--- config.mk ---
export PLATFORM = sky130hd
export DESIGN_NAME = morse_code_keyer
export DESIGN_NICKNAME = d
export VERILOG_FILES = /design/src/mck_pkg.sv /design/src/morse_code_keyer.sv /design/src/mck_ram.sv /design/src/mck_datapath.sv /design/src/mck_ctrl.sv
export VERILOG_INCLUDE_DIRS = /design/src /design/src/src
export SDC_FILE = /design/constraint.sdc
export NUM_CORES = 1
export LEC_CHECK = 0
export BUFFER_PORTS_ARGS = -buffer_cell sky130_fd_sc_hd__buf_2
export CAP_MARGIN = 20
export CORE_MARGIN = 2
export CORE_UTILIZATION = 35
export DETAILED_ROUTE_END_ITERATION = 12
export GPL_TIMING_DRIVEN = 0
export SYNTH_ARGS = -nofsm -noshare
export SYNTH_HDL_FRONTEND = slang
export SYNTH_HIERARCHICAL = 1
export SYNTH_SLANG_ARGS = --single-unit
--- constraint.sdc ---
create_clock -name clk -period 4.52 [get_ports clk]
set_clock_uncertainty 0.1 [all_clocks]
set_input_delay 0.904 -clock clk [delete_from_list [all_inputs] [get_ports clk]]
set_output_delay 0.904 -clock clk [all_outputs]
set_load 0.03 [all_outputs]
--- src/morse_code_keyer_macros.svh ---
// ----------------------------------------------------------------------------
// Morse code keyer assertion macros
// Shared property forms for the keyer checks, clocked on clk and
// disabled during rst.
// ----------------------------------------------------------------------------
`ifndef MORSE_CODE_KEYER_MACROS_SVH
`define MORSE_CODE_KEYER_MACROS_SVH

// Same-cycle implication.
`define MCK_ASSERT_IMP(lbl, ante, cons) \
  lbl: assert property (@(posedge clk) disable iff (rst) (ante) |-> (cons)) \
    else $error("keyer check failed");

// Next-cycle implication.
`define MCK_ASSERT_NEXT(lbl, ante, cons) \
  lbl: assert property (@(posedge clk) disable iff (rst) (ante) |=> (cons)) \
    else $error("keyer check failed");

`endif

--- src/mck_pkg.sv ---
// ----------------------------------------------------------------------------
// Morse code keyer package
// Shared constants, types, command and status records, and the Morse
// pattern lookup used by the keyer datapath and controller.
// ----------------------------------------------------------------------------
`timescale 1ns / 1ps

package mck_pkg;

  localparam int QUEUE_DEPTH   = 64;
  localparam int MESSAGE_DEPTH = 64;
  localparam int QAW           = $clog2(QUEUE_DEPTH);
  localparam int MAW           = $clog2(MESSAGE_DEPTH);
  localparam int LEVEL_W       = 6;
  localparam int UNIT_W        = 10;
  localparam int WAIT_W        = 13;
  localparam int CFG_AW        = 3;

  localparam logic [UNIT_W-1:0] UNIT_MIN   = 10'd10;
  localparam logic [UNIT_W-1:0] UNIT_MAX   = 10'd1000;
  localparam logic [UNIT_W-1:0] UNIT_RESET = 10'd100;

  localparam logic [7:0] CH_SPACE = 8'h20;
  localparam logic [7:0] CH_CR    = 8'h0D;
  localparam logic [7:0] CH_LF    = 8'h0A;

  // Register indexes on the configuration port.
  localparam logic REG_UNIT_TICKS  = 1'b0;
  localparam logic REG_LOOP_ENABLE = 1'b1;

  typedef enum logic [1:0] {
    OP_TICK   = 2'd0,
    OP_ENQ    = 2'd1,
    OP_REPLAY = 2'd2
  } op_t;

  typedef enum logic [2:0] {
    PH_IDLE = 3'd0,
    PH_ON   = 3'd1,
    PH_EGAP = 3'd2,
    PH_LGAP = 3'd3,
    PH_WGAP = 3'd4
  } phase_t;

  // Commands from the controller to the datapath.
  typedef struct packed {
    logic capture;
    logic enqueue;
    logic rp_start;
    logic rp_read;
    logic rp_push;
    logic set_drop;
    logic wait_dec;
    logic on_end;
    logic next_elem;
    logic nc_read;
    logic nc_eval;
    logic go_idle;
    logic out_load;
  } cmd_t;

  // Status from the datapath to the controller.
  typedef struct packed {
    op_t    op;
    phase_t phase;
    logic   fifo_empty;
    logic   fifo_full;
    logic   wait_zero;
    logic   msg_nonempty;
    logic   rp_last;
    logic   char_ends;
  } stat_t;

  // One result word.
  typedef struct packed {
    logic [7:0]         sending_char;
    logic               dropped;
    logic [LEVEL_W-1:0] queue_level;
    phase_t             phase;
    logic               led;
  } res_t;

  localparam logic [7:0] ALPHA_CODES [26] = '{
    8'h06, 8'h11, 8'h15, 8'h09, 8'h02, 8'h14, 8'h0B, 8'h10, 8'h04, 8'h1E,
    8'h0D, 8'h12, 8'h07, 8'h05, 8'h0F, 8'h16, 8'h1B, 8'h0A, 8'h08, 8'h03,
    8'h0C, 8'h18, 8'h0E, 8'h19, 8'h1D, 8'h13
  };

  localparam logic [7:0] DIGIT_CODES [10] = '{
    8'h3F, 8'h3E, 8'h3C, 8'h38, 8'h30, 8'h20, 8'h21, 8'h23, 8'h27, 8'h2F
  };

  function automatic logic is_word_sep(input logic [7:0] c);
    return (c == CH_SPACE) || (c == CH_CR) || (c == CH_LF);
  endfunction

  function automatic logic is_eol(input logic [7:0] c);
    return (c == CH_CR) || (c == CH_LF);
  endfunction

  // Sentinel-coded pattern of a character; zero when it has none.
  function automatic logic [7:0] code_of(input logic [7:0] c);
    logic [7:0] d;
    logic [7:0] p;
    d = '0;
    p = '0;
    if (c >= 8'h41 && c <= 8'h5A) begin
      d = c - 8'h41;
      p = ALPHA_CODES[d[4:0]];
    end else if (c >= 8'h61 && c <= 8'h7A) begin
      d = c - 8'h61;
      p = ALPHA_CODES[d[4:0]];
    end else if (c >= 8'h30 && c <= 8'h39) begin
      d = c - 8'h30;
      p = DIGIT_CODES[d[3:0]];
    end else begin
      unique case (c)
        8'h2E:   p = 8'h6A;
        8'h2C:   p = 8'h73;
        8'h3F:   p = 8'h4C;
        8'h27:   p = 8'h5E;
        8'h21:   p = 8'h75;
        8'h2F:   p = 8'h29;
        8'h28:   p = 8'h2D;
        8'h29:   p = 8'h6D;
        8'h26:   p = 8'h22;
        8'h3A:   p = 8'h47;
        8'h3B:   p = 8'h55;
        8'h3D:   p = 8'h31;
        8'h2B:   p = 8'h2A;
        8'h2D:   p = 8'h61;
        8'h5F:   p = 8'h6C;
        8'h22:   p = 8'h52;
        8'h40:   p = 8'h56;
        default: p = 8'h00;
      endcase
    end
    return p;
  endfunction

  // Number of elements: position of the sentinel bit.
  function automatic logic [2:0] length_of(input logic [7:0] p);
    logic [2:0] n;
    n = '0;
    for (int i = 1; i < 8; i++) begin
      if (p[i]) n = 3'(i);
    end
    return n;
  endfunction

  function automatic logic [7:0] to_upper(input logic [7:0] c);
    return (c >= 8'h61 && c <= 8'h7A) ? (c - 8'h20) : c;
  endfunction

endpackage

--- src/morse_code_keyer.sv ---
// ----------------------------------------------------------------------------
// Morse code keyer
// Tick-driven Morse transmitter with a send FIFO, a replayable message
// store, an APB register port and streaming input and result words.
// ----------------------------------------------------------------------------
// Every input word yields exactly one result word. A tick or an enqueue
// passes through the dispatch and done states up to a loaded result
// register. A tick that fetches the next character reads each FIFO entry
// in a read state and an evaluate state, since the send FIFO has one
// registered read port and unknown characters are skipped in the same
// tick; it goes idle when the FIFO runs empty. A replay, or the loop
// replay on an idle tick, copies the message a character at a time
// (message store read, then FIFO write), up to a full 63-character message,
// and stops with the drop flag set if the FIFO is full. The input is taken
// again only after the result is loaded; a waiting result register stalls
// the block in front of that load. Both stores are plain RAMs with no
// clearing pass after reset.
// ----------------------------------------------------------------------------
`timescale 1ns / 1ps
`include "morse_code_keyer_macros.svh"

module morse_code_keyer (
  input  logic                        clk,
  input  logic                        rst,
  // Configuration port.
  input  logic                        psel,
  input  logic                        penable,
  input  logic                        pwrite,
  input  logic [mck_pkg::CFG_AW-1:0]  paddr,
  input  logic [31:0]                 pwdata,
  output logic [31:0]                 prdata,
  output logic                        pready,
  // Input words.
  input  logic                        s_axis_tvalid,
  output logic                        s_axis_tready,
  input  logic [7:0]                  s_axis_tdata,  // char_code
  input  logic [1:0]                  s_axis_tuser,  // op
  // Result words.
  output logic                        m_axis_tvalid,
  input  logic                        m_axis_tready,
  // led, phase[3], queue_level[6], dropped, sending_char[8], zero pad[5]
  output logic [23:0]                 m_axis_tdata
);

  import mck_pkg::*;

  logic [UNIT_W-1:0] unit_ticks;
  logic              loop_enable;
  logic [UNIT_W-1:0] wr_unit;
  logic              cfg_write;
  cmd_t              cmd;
  stat_t             stat;
  res_t              res;
  res_t              out_res;
  logic              out_free;

  // The register port never stalls.
  assign pready    = 1'b1;
  assign cfg_write = psel && penable && pwrite && pready;

  // The dot length saturates into its legal range on every write.
  always_comb begin
    wr_unit = pwdata[UNIT_W-1:0];
    if (wr_unit < UNIT_MIN) wr_unit = UNIT_MIN;
    if (wr_unit > UNIT_MAX) wr_unit = UNIT_MAX;
  end

  always_ff @(posedge clk) begin
    if (rst) begin
      unit_ticks  <= UNIT_RESET;
      loop_enable <= 1'b0;
    end else if (cfg_write) begin
      unique case (paddr[2])
        REG_UNIT_TICKS:  unit_ticks  <= wr_unit;
        REG_LOOP_ENABLE: loop_enable <= pwdata[0];
        default: ;
      endcase
    end
  end

  always_comb begin
    unique case (paddr[2])
      REG_UNIT_TICKS:  prdata = {{(32-UNIT_W){1'b0}}, unit_ticks};
      REG_LOOP_ENABLE: prdata = {31'b0, loop_enable};
      default:         prdata = '0;
    endcase
  end

  mck_ctrl u_ctrl (
    .clk         (clk),
    .rst         (rst),
    .in_valid    (s_axis_tvalid),
    .in_ready    (s_axis_tready),
    .out_free    (out_free),
    .loop_enable (loop_enable),
    .stat        (stat),
    .cmd         (cmd)
  );

  mck_datapath u_datapath (
    .clk        (clk),
    .rst        (rst),
    .cmd        (cmd),
    .in_op      (s_axis_tuser),
    .in_char    (s_axis_tdata),
    .unit_ticks (unit_ticks),
    .stat       (stat),
    .res        (res)
  );

  // The result register frees up in the same cycle it is taken, so the
  // controller can load the next result while the old one leaves.
  assign out_free = !m_axis_tvalid || m_axis_tready;

  always_ff @(posedge clk) begin
    if (rst) begin
      m_axis_tvalid <= 1'b0;
    end else if (cmd.out_load) begin
      m_axis_tvalid <= 1'b1;
    end else if (m_axis_tready) begin
      m_axis_tvalid <= 1'b0;
    end
  end

  always_ff @(posedge clk) begin
    if (cmd.out_load) out_res <= res;
  end

  assign m_axis_tdata = {5'b0, out_res};

  // A result never overwrites one that is still waiting.
  `MCK_ASSERT_IMP(a_no_overwrite, cmd.out_load, out_free)
  // The block takes one word and then works on it before taking another.
  `MCK_ASSERT_NEXT(a_one_at_a_time, s_axis_tvalid && s_axis_tready, !s_axis_tready)
  // The key is only down while an element is being sent.
  `MCK_ASSERT_IMP(a_led_only_on, res.led, res.phase == PH_ON)

endmodule

--- src/mck_ram.sv ---
// ----------------------------------------------------------------------------
// Generic RAM
// One write port and one read port with registered read data.
// ----------------------------------------------------------------------------
`timescale 1ns / 1ps

module mck_ram #(
  parameter int WIDTH = 8,
  parameter int DEPTH = 64
) (
  input  logic                                       clk,
  input  logic                                       wr_en,
  input  logic [((DEPTH > 1) ? $clog2(DEPTH) : 1)-1:0] wr_addr,
  input  logic [WIDTH-1:0]                           wr_data,
  input  logic                                       rd_en,
  input  logic [((DEPTH > 1) ? $clog2(DEPTH) : 1)-1:0] rd_addr,
  output logic [WIDTH-1:0]                           rd_data
);

  logic [WIDTH-1:0] mem [DEPTH];

  always_ff @(posedge clk) begin
    if (wr_en) begin
      mem[wr_addr] <= wr_data;
    end
    if (rd_en) begin
      rd_data <= mem[rd_addr];
    end
  end

endmodule

--- src/mck_datapath.sv ---
// ----------------------------------------------------------------------------
// Morse code keyer datapath
// Send FIFO, message store, keying registers and the gap timer, all moved
// by commands from the controller.
// ----------------------------------------------------------------------------
`timescale 1ns / 1ps

module mck_datapath (
  input  logic                 clk,
  input  logic                 rst,
  input  mck_pkg::cmd_t        cmd,
  input  logic [1:0]           in_op,
  input  logic [7:0]           in_char,
  input  logic [9:0]           unit_ticks,
  output mck_pkg::stat_t       stat,
  output mck_pkg::res_t        res
);

  import mck_pkg::*;

  logic [QAW-1:0]    head;
  logic [QAW-1:0]    tail;
  logic [MAW-1:0]    msg_len;
  logic              msg_done;
  logic [MAW-1:0]    rp_idx;
  op_t               op_q;
  logic [7:0]        char_q;
  phase_t            phase;
  logic [WAIT_W-1:0] wait_cnt;
  logic [7:0]        pattern;
  logic [2:0]        elem_left;
  logic [7:0]        symbol;
  logic              led;
  logic              drop;

  logic [QAW-1:0]    head_inc;
  logic [QAW-1:0]    tail_inc;
  logic              full;
  logic [QAW:0]      level_wide;
  logic [MAW-1:0]    eff_len;
  logic              fifo_we;
  logic [7:0]        fifo_wd;
  logic [7:0]        fifo_rd;
  logic              msg_we;
  logic [7:0]        msg_rd;
  logic [WAIT_W-1:0] unit1;
  logic [WAIT_W-1:0] unit3;
  logic [WAIT_W-1:0] unit7;
  logic [7:0]        rd_code;
  logic [2:0]        rd_len;
  logic              rd_sep;

  function automatic logic [QAW-1:0] q_inc(input logic [QAW-1:0] p);
    return (p == QAW'(QUEUE_DEPTH - 1)) ? '0 : p + 1'b1;
  endfunction

  assign head_inc = q_inc(head);
  assign tail_inc = q_inc(tail);
  assign full     = (head_inc == tail);

  assign level_wide = (head >= tail) ? ({1'b0, head} - {1'b0, tail})
                                     : ({1'b0, head} + (QAW+1)'(QUEUE_DEPTH) - {1'b0, tail});

  assign unit1 = WAIT_W'(unit_ticks);
  assign unit3 = {unit1[WAIT_W-2:0], 1'b0} + unit1;
  assign unit7 = {unit1[WAIT_W-4:0], 3'b000} - unit1;

  // A finished message is replaced by the next recorded character.
  assign eff_len = msg_done ? '0 : msg_len;

  assign fifo_we = (cmd.enqueue && !full) || cmd.rp_push;
  assign fifo_wd = cmd.rp_push ? msg_rd : char_q;
  assign msg_we  = cmd.enqueue && !is_eol(char_q) && (eff_len < MAW'(MESSAGE_DEPTH - 1));

  assign rd_code = code_of(fifo_rd);
  assign rd_len  = length_of(rd_code);
  assign rd_sep  = is_word_sep(fifo_rd);

  mck_ram #(.WIDTH(8), .DEPTH(QUEUE_DEPTH)) u_send_fifo (
    .clk     (clk),
    .wr_en   (fifo_we),
    .wr_addr (head),
    .wr_data (fifo_wd),
    .rd_en   (cmd.nc_read),
    .rd_addr (tail),
    .rd_data (fifo_rd)
  );

  mck_ram #(.WIDTH(8), .DEPTH(MESSAGE_DEPTH)) u_msg_store (
    .clk     (clk),
    .wr_en   (msg_we),
    .wr_addr (eff_len),
    .wr_data (char_q),
    .rd_en   (cmd.rp_read),
    .rd_addr (rp_idx),
    .rd_data (msg_rd)
  );

  always_ff @(posedge clk) begin
    if (rst) begin
      head      <= '0;
      tail      <= '0;
      msg_len   <= '0;
      msg_done  <= 1'b0;
      rp_idx    <= '0;
      op_q      <= OP_TICK;
      phase     <= PH_IDLE;
      wait_cnt  <= '0;
      pattern   <= '0;
      elem_left <= '0;
      symbol    <= '0;
      led       <= 1'b0;
      drop      <= 1'b0;
    end else begin
      if (cmd.capture) begin
        op_q <= op_t'(in_op);
        drop <= 1'b0;
      end
      if (cmd.enqueue) begin
        if (full) begin
          drop <= 1'b1;
        end else begin
          head <= head_inc;
        end
        if (is_eol(char_q)) begin
          if (msg_len != '0) msg_done <= 1'b1;
        end else begin
          msg_done <= 1'b0;
          if (eff_len < MAW'(MESSAGE_DEPTH - 1)) begin
            msg_len <= eff_len + 1'b1;
          end else begin
            msg_len <= eff_len;
          end
        end
      end
      if (cmd.rp_start) rp_idx <= '0;
      if (cmd.rp_push) begin
        head   <= head_inc;
        rp_idx <= rp_idx + 1'b1;
      end
      if (cmd.set_drop) drop <= 1'b1;
      if (cmd.wait_dec) wait_cnt <= wait_cnt - 1'b1;
      if (cmd.on_end) begin
        led <= 1'b0;
        if (elem_left != '0) begin
          phase    <= PH_EGAP;
          wait_cnt <= unit1;
        end else begin
          phase    <= PH_LGAP;
          wait_cnt <= unit3;
        end
      end
      if (cmd.next_elem) begin
        if (elem_left == '0) begin
          led      <= 1'b0;
          phase    <= PH_LGAP;
          wait_cnt <= unit3;
        end else begin
          pattern   <= {1'b0, pattern[7:1]};
          elem_left <= elem_left - 1'b1;
          led       <= 1'b1;
          wait_cnt  <= pattern[0] ? unit3 : unit1;
          phase     <= PH_ON;
        end
      end
      if (cmd.nc_eval) begin
        tail <= tail_inc;
        if (rd_sep) begin
          led      <= 1'b0;
          phase    <= PH_WGAP;
          wait_cnt <= unit7;
        end else if (rd_code != '0) begin
          // Load the pattern and key its first element right away.
          symbol    <= to_upper(fifo_rd);
          pattern   <= {1'b0, rd_code[7:1]};
          elem_left <= rd_len - 1'b1;
          led       <= 1'b1;
          wait_cnt  <= rd_code[0] ? unit3 : unit1;
          phase     <= PH_ON;
        end
      end
      if (cmd.go_idle) phase <= PH_IDLE;
    end
  end

  always_ff @(posedge clk) begin
    if (cmd.capture) char_q <= in_char;
  end

  always_comb begin
    stat.op           = op_q;
    stat.phase        = phase;
    stat.fifo_empty   = (head == tail);
    stat.fifo_full    = full;
    stat.wait_zero    = (wait_cnt == '0);
    stat.msg_nonempty = (msg_len != '0);
    stat.rp_last      = (({1'b0, rp_idx} + 1'b1) == {1'b0, msg_len});
    stat.char_ends    = rd_sep || (rd_code != '0);
  end

  always_comb begin
    res.sending_char = symbol;
    res.dropped      = drop;
    res.queue_level  = LEVEL_W'(level_wide);
    res.phase        = phase;
    res.led          = led;
  end

endmodule

--- src/mck_ctrl.sv ---
// ----------------------------------------------------------------------------
// Morse code keyer controller
// Sequences one input word at a time: dispatch on the operation, walk the
// replay copy or the character fetch, then hand the result to the output.
// ----------------------------------------------------------------------------
`timescale 1ns / 1ps

module mck_ctrl (
  input  logic            clk,
  input  logic            rst,
  input  logic            in_valid,
  output logic            in_ready,
  input  logic            out_free,
  input  logic            loop_enable,
  input  mck_pkg::stat_t  stat,
  output mck_pkg::cmd_t   cmd
);

  import mck_pkg::*;

  typedef enum logic [2:0] {
    S_IDLE,
    S_DISPATCH,
    S_RP_RD,
    S_RP_WR,
    S_NC_RD,
    S_NC_EVAL,
    S_DONE
  } state_t;

  state_t state;
  state_t state_next;

  assign in_ready = (state == S_IDLE);

  always_comb begin
    cmd        = '0;
    state_next = state;
    unique case (state)
      S_IDLE: begin
        if (in_valid) begin
          cmd.capture = 1'b1;
          state_next  = S_DISPATCH;
        end
      end
      S_DISPATCH: begin
        state_next = S_DONE;
        unique case (stat.op)
          OP_ENQ: begin
            cmd.enqueue = 1'b1;
          end
          OP_REPLAY: begin
            if (stat.msg_nonempty) begin
              cmd.rp_start = 1'b1;
              state_next   = S_RP_RD;
            end
          end
          OP_TICK: begin
            if (stat.phase == PH_IDLE) begin
              if (!stat.fifo_empty) begin
                state_next = S_NC_RD;
              end else if (loop_enable && stat.msg_nonempty) begin
                cmd.rp_start = 1'b1;
                state_next   = S_RP_RD;
              end
            end else if (!stat.wait_zero) begin
              cmd.wait_dec = 1'b1;
            end else begin
              unique case (stat.phase)
                PH_ON:            cmd.on_end    = 1'b1;
                PH_EGAP:          cmd.next_elem = 1'b1;
                PH_LGAP, PH_WGAP: state_next    = S_NC_RD;
                default:          cmd.go_idle   = 1'b1;
              endcase
            end
          end
          default: ;
        endcase
      end
      S_RP_RD: begin
        if (stat.fifo_full) begin
          cmd.set_drop = 1'b1;
          state_next   = S_DONE;
        end else begin
          cmd.rp_read = 1'b1;
          state_next  = S_RP_WR;
        end
      end
      S_RP_WR: begin
        cmd.rp_push = 1'b1;
        state_next  = stat.rp_last ? S_DONE : S_RP_RD;
      end
      S_NC_RD: begin
        if (stat.fifo_empty) begin
          cmd.go_idle = 1'b1;
          state_next  = S_DONE;
        end else begin
          cmd.nc_read = 1'b1;
          state_next  = S_NC_EVAL;
        end
      end
      S_NC_EVAL: begin
        cmd.nc_eval = 1'b1;
        state_next  = stat.char_ends ? S_DONE : S_NC_RD;
      end
      S_DONE: begin
        if (out_free) begin
          cmd.out_load = 1'b1;
          state_next   = S_IDLE;
        end
      end
      default: state_next = S_IDLE;
    endcase
  end

  always_ff @(posedge clk) begin
    if (rst) begin
      state <= S_IDLE;
    end else begin
      state <= state_next;
    end
  end

endmodule
After elaboration in Yosys (flattened, before gate mapping)
Memory sizes are Yosys's and may differ from the RTL's. A register that Yosys moved wholly into a read port is not among the register bits.
Cells that the tools add are included.
Word-level totals
  memory bits (read-only): 640
  register bits: 106
  output and inout port bits: 59
  memories: 5
  memory bits (writable): 1024
Operators by class
  $add $sub $neg: 17
  equality and inequality tests: 43
  reduce and logical (&&, ||, !) cells: 39
  magnitude comparators: 13
  mux-type cells: 123
  bitwise gates (word level): 6
Memories
  u_datapath.u_msg_store.mem: words 64, width 8, rd ports 1, clocked after Yosys merged registers in 1, write ports 1, RTL line mck_ram.sv:20  | logic [WIDTH-1:0] mem [DEPTH];
  u_datapath.u_send_fifo.mem: words 64, width 8, rd ports 1, clocked after Yosys merged registers in 1, write ports 1, RTL line mck_ram.sv:20
  (no name shown): words 32, width 8, rd ports 1, clocked after Yosys merged registers in 0, write ports 0, RTL line mck_pkg.sv:109  | p = ALPHA_CODES[d[4:0]];
  (no name shown): words 32, width 8, rd ports 1, clocked after Yosys merged registers in 0, write ports 0, RTL line mck_pkg.sv:112  | p = ALPHA_CODES[d[4:0]];
  (no name shown): words 16, width 8, rd ports 1, clocked after Yosys merged registers in 0, write ports 0, RTL line mck_pkg.sv:115  | p = DIGIT_CODES[d[3:0]];
Operators by type and width (number)
  $mux W13: 10
  $eq A8 B6 Y1 const B: 16
  $mux W8: 16
  $pmux W7 S17: 1
  $mux W3: 26
  $pmux W32 S2: 1
  $mux W6: 10
  $mux W1: 45
  $eq A8 B4 Y1 const B: 4
  $add A6 B1 Y6 const B: 5
  $pmux W3 S7: 1
  $mux W10: 2
  $eq A8 B7 Y1 const B: 2
  $ge A8 B7 Y1 const B: 2
  $le A8 B7 Y1 const B: 2
  $mux W2: 8
  $logic_not A13 Y1: 1
  $sub A13 B1 Y13 const B: 1
  $sub A13 B10 Y13: 1
  $add A11 B10 Y12: 1
  $eq A3 B2 Y1 const B: 4
  $eq A3 B3 Y1 const B: 4
  $eq A6 B6 Y1: 2
  $eq A6 B6 Y1 const B: 2
  other kinds (38): 74

Logic depth before layout (Yosys ltp)
  depth in word-level cells: 19
  mapped depth: 18

Modules after synthesis
Netlist, hierarchy kept.
Modules (own cells, without submodules)
  mck_ram at u_datapath.u_msg_store: instances 1, cells an instance 967, area each 20317.0 µm²
  mck_ram at u_datapath.u_send_fifo: instances 1, cells an instance 940, area each 20246.9 µm²
  mck_datapath: instances 1, cells an instance 849, area each 6607.6 µm²
  morse_code_keyer: instances 1, cells an instance 126, area each 1420.1 µm²
  mck_ctrl: instances 1, cells an instance 57, area each 375.4 µm²

Least setup slack after synthesis
Ideal clock, no wire load.
  path type: register to register
  from: reg u_datapath.u_send_fifo.rd_data[0], read port of u_datapath.u_send_fifo.mem
  to: reg u_datapath.elem_left[1]
  library setup time: 87 ps
  slack: 503 ps
  arrival: 3830 ps
  cell stages (with the launch flop): 15
  cells stage by stage: edfxtp_1 clkbuf_1 inv_1 ha_1 buf_4 nor3b_1 xnor2_1 mux4_2 a21oi_1 a2bb2oi_1 nor2b_1 o221ai_1 ha_1 or4_1 o31ai_1
Between the ends
  cells in the longest elaborated chain, start to end: 19
RTL lines
  start, declared: RTL line mck_ram.sv:17  | output logic [WIDTH-1:0] rd_data
  $sub A4 B1 Y4: RTL line mck_pkg.sv:114  | d = c - 8'h30;
  $not A4 Y5 (implied by the code): RTL line mck_pkg.sv:115
  $mem_v2 Z16 W8
  $mux W8 (implied by the code) (2 in a row): RTL line mck_pkg.sv:115
  $mux W8: RTL line mck_pkg.sv:113  | end else if (c >= 8'h30 && c <= 8'h39) begin
  $mux W8: RTL line mck_pkg.sv:110  | end else if (c >= 8'h61 && c <= 8'h7A) begin
  $mux W8: RTL line mck_pkg.sv:107  | if (c >= 8'h41 && c <= 8'h5A) begin
  $mux W1: RTL line mck_pkg.sv:146  | if (p[i]) n = 3'(i);
  $mux W2 (2 in a row): RTL line mck_pkg.sv:146
  $mux W3 (4 in a row): RTL line mck_pkg.sv:146
  $sub A3 B1 Y3: RTL line mck_datapath.sv:176  | elem_left <= rd_len - 1'b1;
  $mux W3: RTL line mck_datapath.sv:172  | end else if (rd_code != '0) begin
  $mux W3 (*): RTL line mck_datapath.sv:168  | if (rd_sep) begin
  $mux W3 (*): RTL line mck_datapath.sv:166  | if (cmd.nc_eval) begin
  end signal, assigned: RTL line mck_datapath.sv:160  | elem_left <= elem_left - 1'b1;
  end signal, assigned: RTL line mck_datapath.sv:176
  end, declared: RTL line mck_datapath.sv:31  | logic [2:0] elem_left;
Every way passes the cells marked *; elsewhere a longest branch is shown, timed or not. The select of a mux whose other input is x is not followed.
A chain may end at the register's enable or synchronous reset.

==> results.cfg <==
[cts]
cts_max_level = 3
cts_max_path_buffers = 3
cts_root_buffer = clkbuf_16
cts_buffers = 112
clock-sinks = 1146
clk_latency_ns = 0.74
cts_tree = built
clk_pin_slew_worst_paths_ns = 0.06

[grt]
grt_max_degree = 65
antenna_found_initial = 1
grt_pass1_vias = 27270
grt_pass1_wl_um = 187600
grt_overflow = 0
grt_use_total_pct = 17.82

[drt]
num_vias = 28400
initialDrtViolationCount = 3090
routed_wl_um = 129000
route.detailed.drc = 0
drt-wirelength-per-cell_um = 25.01
drt-pass1-iter-count = 6
postRouteAntennaNets = 0
vias_per_cell = 5.507

[synth]
syn_area_per_cell_um2 = 16.66
synthFlopType = edfxtp_1
yosysSeqAreaShare_pct = 68.66
netlist_top_cells_area = edfxtp_1 65%, mux4_2 11%, dfxtp_1 3.2%
yosys_warnings = 6
synth-async-reset-ratio_pct = 0
synth_area_mm2 = 0.04897
yosysMostFrequentCell = edfxtp_1
synth_area_leader_cell = edfxtp_1
synth.distinct_cells = 95
synth-seq-cells = 1146
synth-edff-count = 1067
syn_inst = 2939
synth_common_cells = 1067 x edfxtp_1, 246 x mux4_2, 231 x nor2_1
synth.top_cell.area_share_pct = 65.43

[cells_and_area]
seq_area_mm2 = 0.03362
multi_input_area_mm2 = 0.01467
drive_above_1_share_pct = 25.05
num-fill-cells = 12590
synthToLayoutAreaGrowth_pct = 16.02
fin_cells = 5158
antenna_cells = 0
fin_nets = 3299

[outcome]
violations = negative setup slack
status = finished, violations left

[timing]
hold_viol_final = 0
tightest_slew_ns = 1.147
min_period_ns = 4.614
setup_tns_ns = -1.058
finalCritPeriodShare_pct = 102.1
layout_setup_ws_ns = -0.09378
rsz0062_at_grt = true
maxSlewHeadroom_pct = 23.53
hold_slack_ns = 0.2540
setup_violations = 16
fmax_mhz = 216.7
drv_slew = 0

[placement]
gp_congestion = 0.9167
hpwl_um = 88560
placement.io_buffers = 58
dpl_worst_slack_ns = -0.5024
dp_cells = 4933

[worst_setup_path]
crit_fanout = 8
crit_arrival_ns = 4.87
endpoint_kind = flip-flop
criticalPathCategory = reg -> reg
start_kind = flip-flop
required_ns = 4.77

[run]
max-cap-violations = 0

[floorplan]
die_area_mm2 = 0.1429
row_count = 137
io_pins = 111
fp.dieW_um = 378.0
die_y_um = 378.0
start_util_pct = 35.18
core_mm2 = 0.1392

[min_path]
hold_class = in -> reg

[power_and_ir_drop]
leakage_nw = 17.53
p_per_area_mw_per_mm2 = 427.4
irDropWorstVdd_v = 0.0003299
## critical path, stage by stage, from the launching register on
cell and delay [ns]:
dfxtp_1 0.41, inv_2 0.07, or3_1 0.29, buf_2 0.16, nor3b_1 0.41, inv_1 0.18, nor2_2 0.30, inv_1 0.09
nor2_1 0.33, clkbuf_1 0.43, nor2b_1 0.35, nand2_1 0.35, nor2_1 0.78
## per-stage QoR
step	util [%]	cell area, µm²	total power, mW
floorplan	-	49060	14.16
global route	40.82	56810	25.07
CTS	40.34	56140	24.47
finish	40.82	56810	24.28
detailed placement	37.68	52450	15.40
global placement	37.15	51700	15.12
## logic make-up (layout without fill, tap and decap cells)
logic type	after synthesis	after routing	share of synthesized area (%)
muxes	357	357	13.68
buffers and inverters	257	574	2.823
xor gates and xnor gates	58	58	1.037
and+or+nand+nor	659	659	6.636
DFF	1146	1146	68.66
adders and majority gates	50	50	1.308
AOI/OAI and AO/OA	410	410	5.834
other	2	28	0.01534
## placed cells by master, fill, tap and decap left out, types with 20 or more instances in the layout
| master | instances |
|---|---|
| a211oi_1 | 27 |
| a21oi_1 | 90 |
| a22oi_1 | 29 |
| a31oi_1 | 20 |
| buf_2 | 87 |
| buf_4 | 77 |
| clkbuf_1 | 118 |
| clkbuf_16 | 112 |
| conb_1 | 28 |
| dfxtp_1 | 79 |
| edfxtp_1 | 1067 |
| ha_1 | 48 |
| inv_1 | 52 |
| mux2_2 | 38 |
| mux2i_1 | 72 |
| mux4_2 | 246 |
| nand2_1 | 121 |
| nand2b_1 | 27 |
| nand3_1 | 50 |
| nor2_1 | 125 |
| nor2_2 | 68 |
| nor2_4 | 38 |
| nor2b_1 | 50 |
| nor3_1 | 46 |
| o21ai_0 | 52 |
| o22ai_1 | 28 |
| xnor2_1 | 41 |
## layer usage
metal / routed length, µm / up-vias / track usage, %
met1: 54920 / 14720 / 25.30
met2: 60030 / 1253 / 27.75
met3: 10310 / 209 / 3.070
li1: - / 12220 / -
met5: 0 / - / 0
met4: 3753 / 0 / 5.991
## what timing repair did
| action | CTS | global route |
|---|---|---|
| hold buffers | 0 | 0 |
| endpoints found under the setup margin | 659 | 912 |
| pin swaps | 0 | 6 |
| hold endpoints to repair | 0 | 0 |
| gates resized for setup | 52 | 122 |
| setup buffers | 1 | 23 |
## final timing paths
check / endpoint / cells after the start / slack (ns) / from
setup / recovery: u_datapath/u_msg_store/mem[12][5] / 12 / -0.09 / u_ctrl/state[0]
hold / removal: u_datapath/char_q[5] / 1 / 0.25 / s_axis_tdata[5]
setup reg to reg: u_datapath/u_msg_store/mem[12][5] / 12 / -0.09 / u_ctrl/state[0]
hold reg to reg: m_axis_tdata[18] / 0 / 0.33 / u_datapath/symbol[7]
## layout make-up
class                           instances  share of cell area (%)
Multi-Input combinational cell       1562                   25.82
Sequential cell                      1146                   59.18
Clock buffer                          151                   5.301
Timing Repair Buffer                  118                   2.176
Buffer                                202                   2.097
Tap cell                             1876                   4.132
Clock inverter                         48                  0.9140
Inverter                               55                  0.3766
## report_power, final
group          internal [mW]  switching [mW]  leakage [nW]
Clock                   5.08            4.01          1.72
Combinational           1.03            1.77          5.58
Sequential              12.2           0.146          10.2
Total                   18.4            5.92          17.5
## sequential cells by signal, summed over array words and instances (netlist names), 6 cells and up
name	flops
u_datapath/pattern	8
u_datapath/u_msg_store/mem	512
u_datapath/char_q	8
u_datapath/symbol	8
unit_ticks	10
u_datapath/u_send_fifo/rd_data	8
m_axis_tdata	19
u_datapath/tail	6
u_datapath/msg_len	6
u_datapath/u_msg_store/rd_data	8
u_datapath/u_send_fifo/mem	512
u_datapath/rp_idx	6
u_datapath/wait_cnt	13
u_datapath/head	6
No activity file was read; power rests on OpenSTA's default activity.
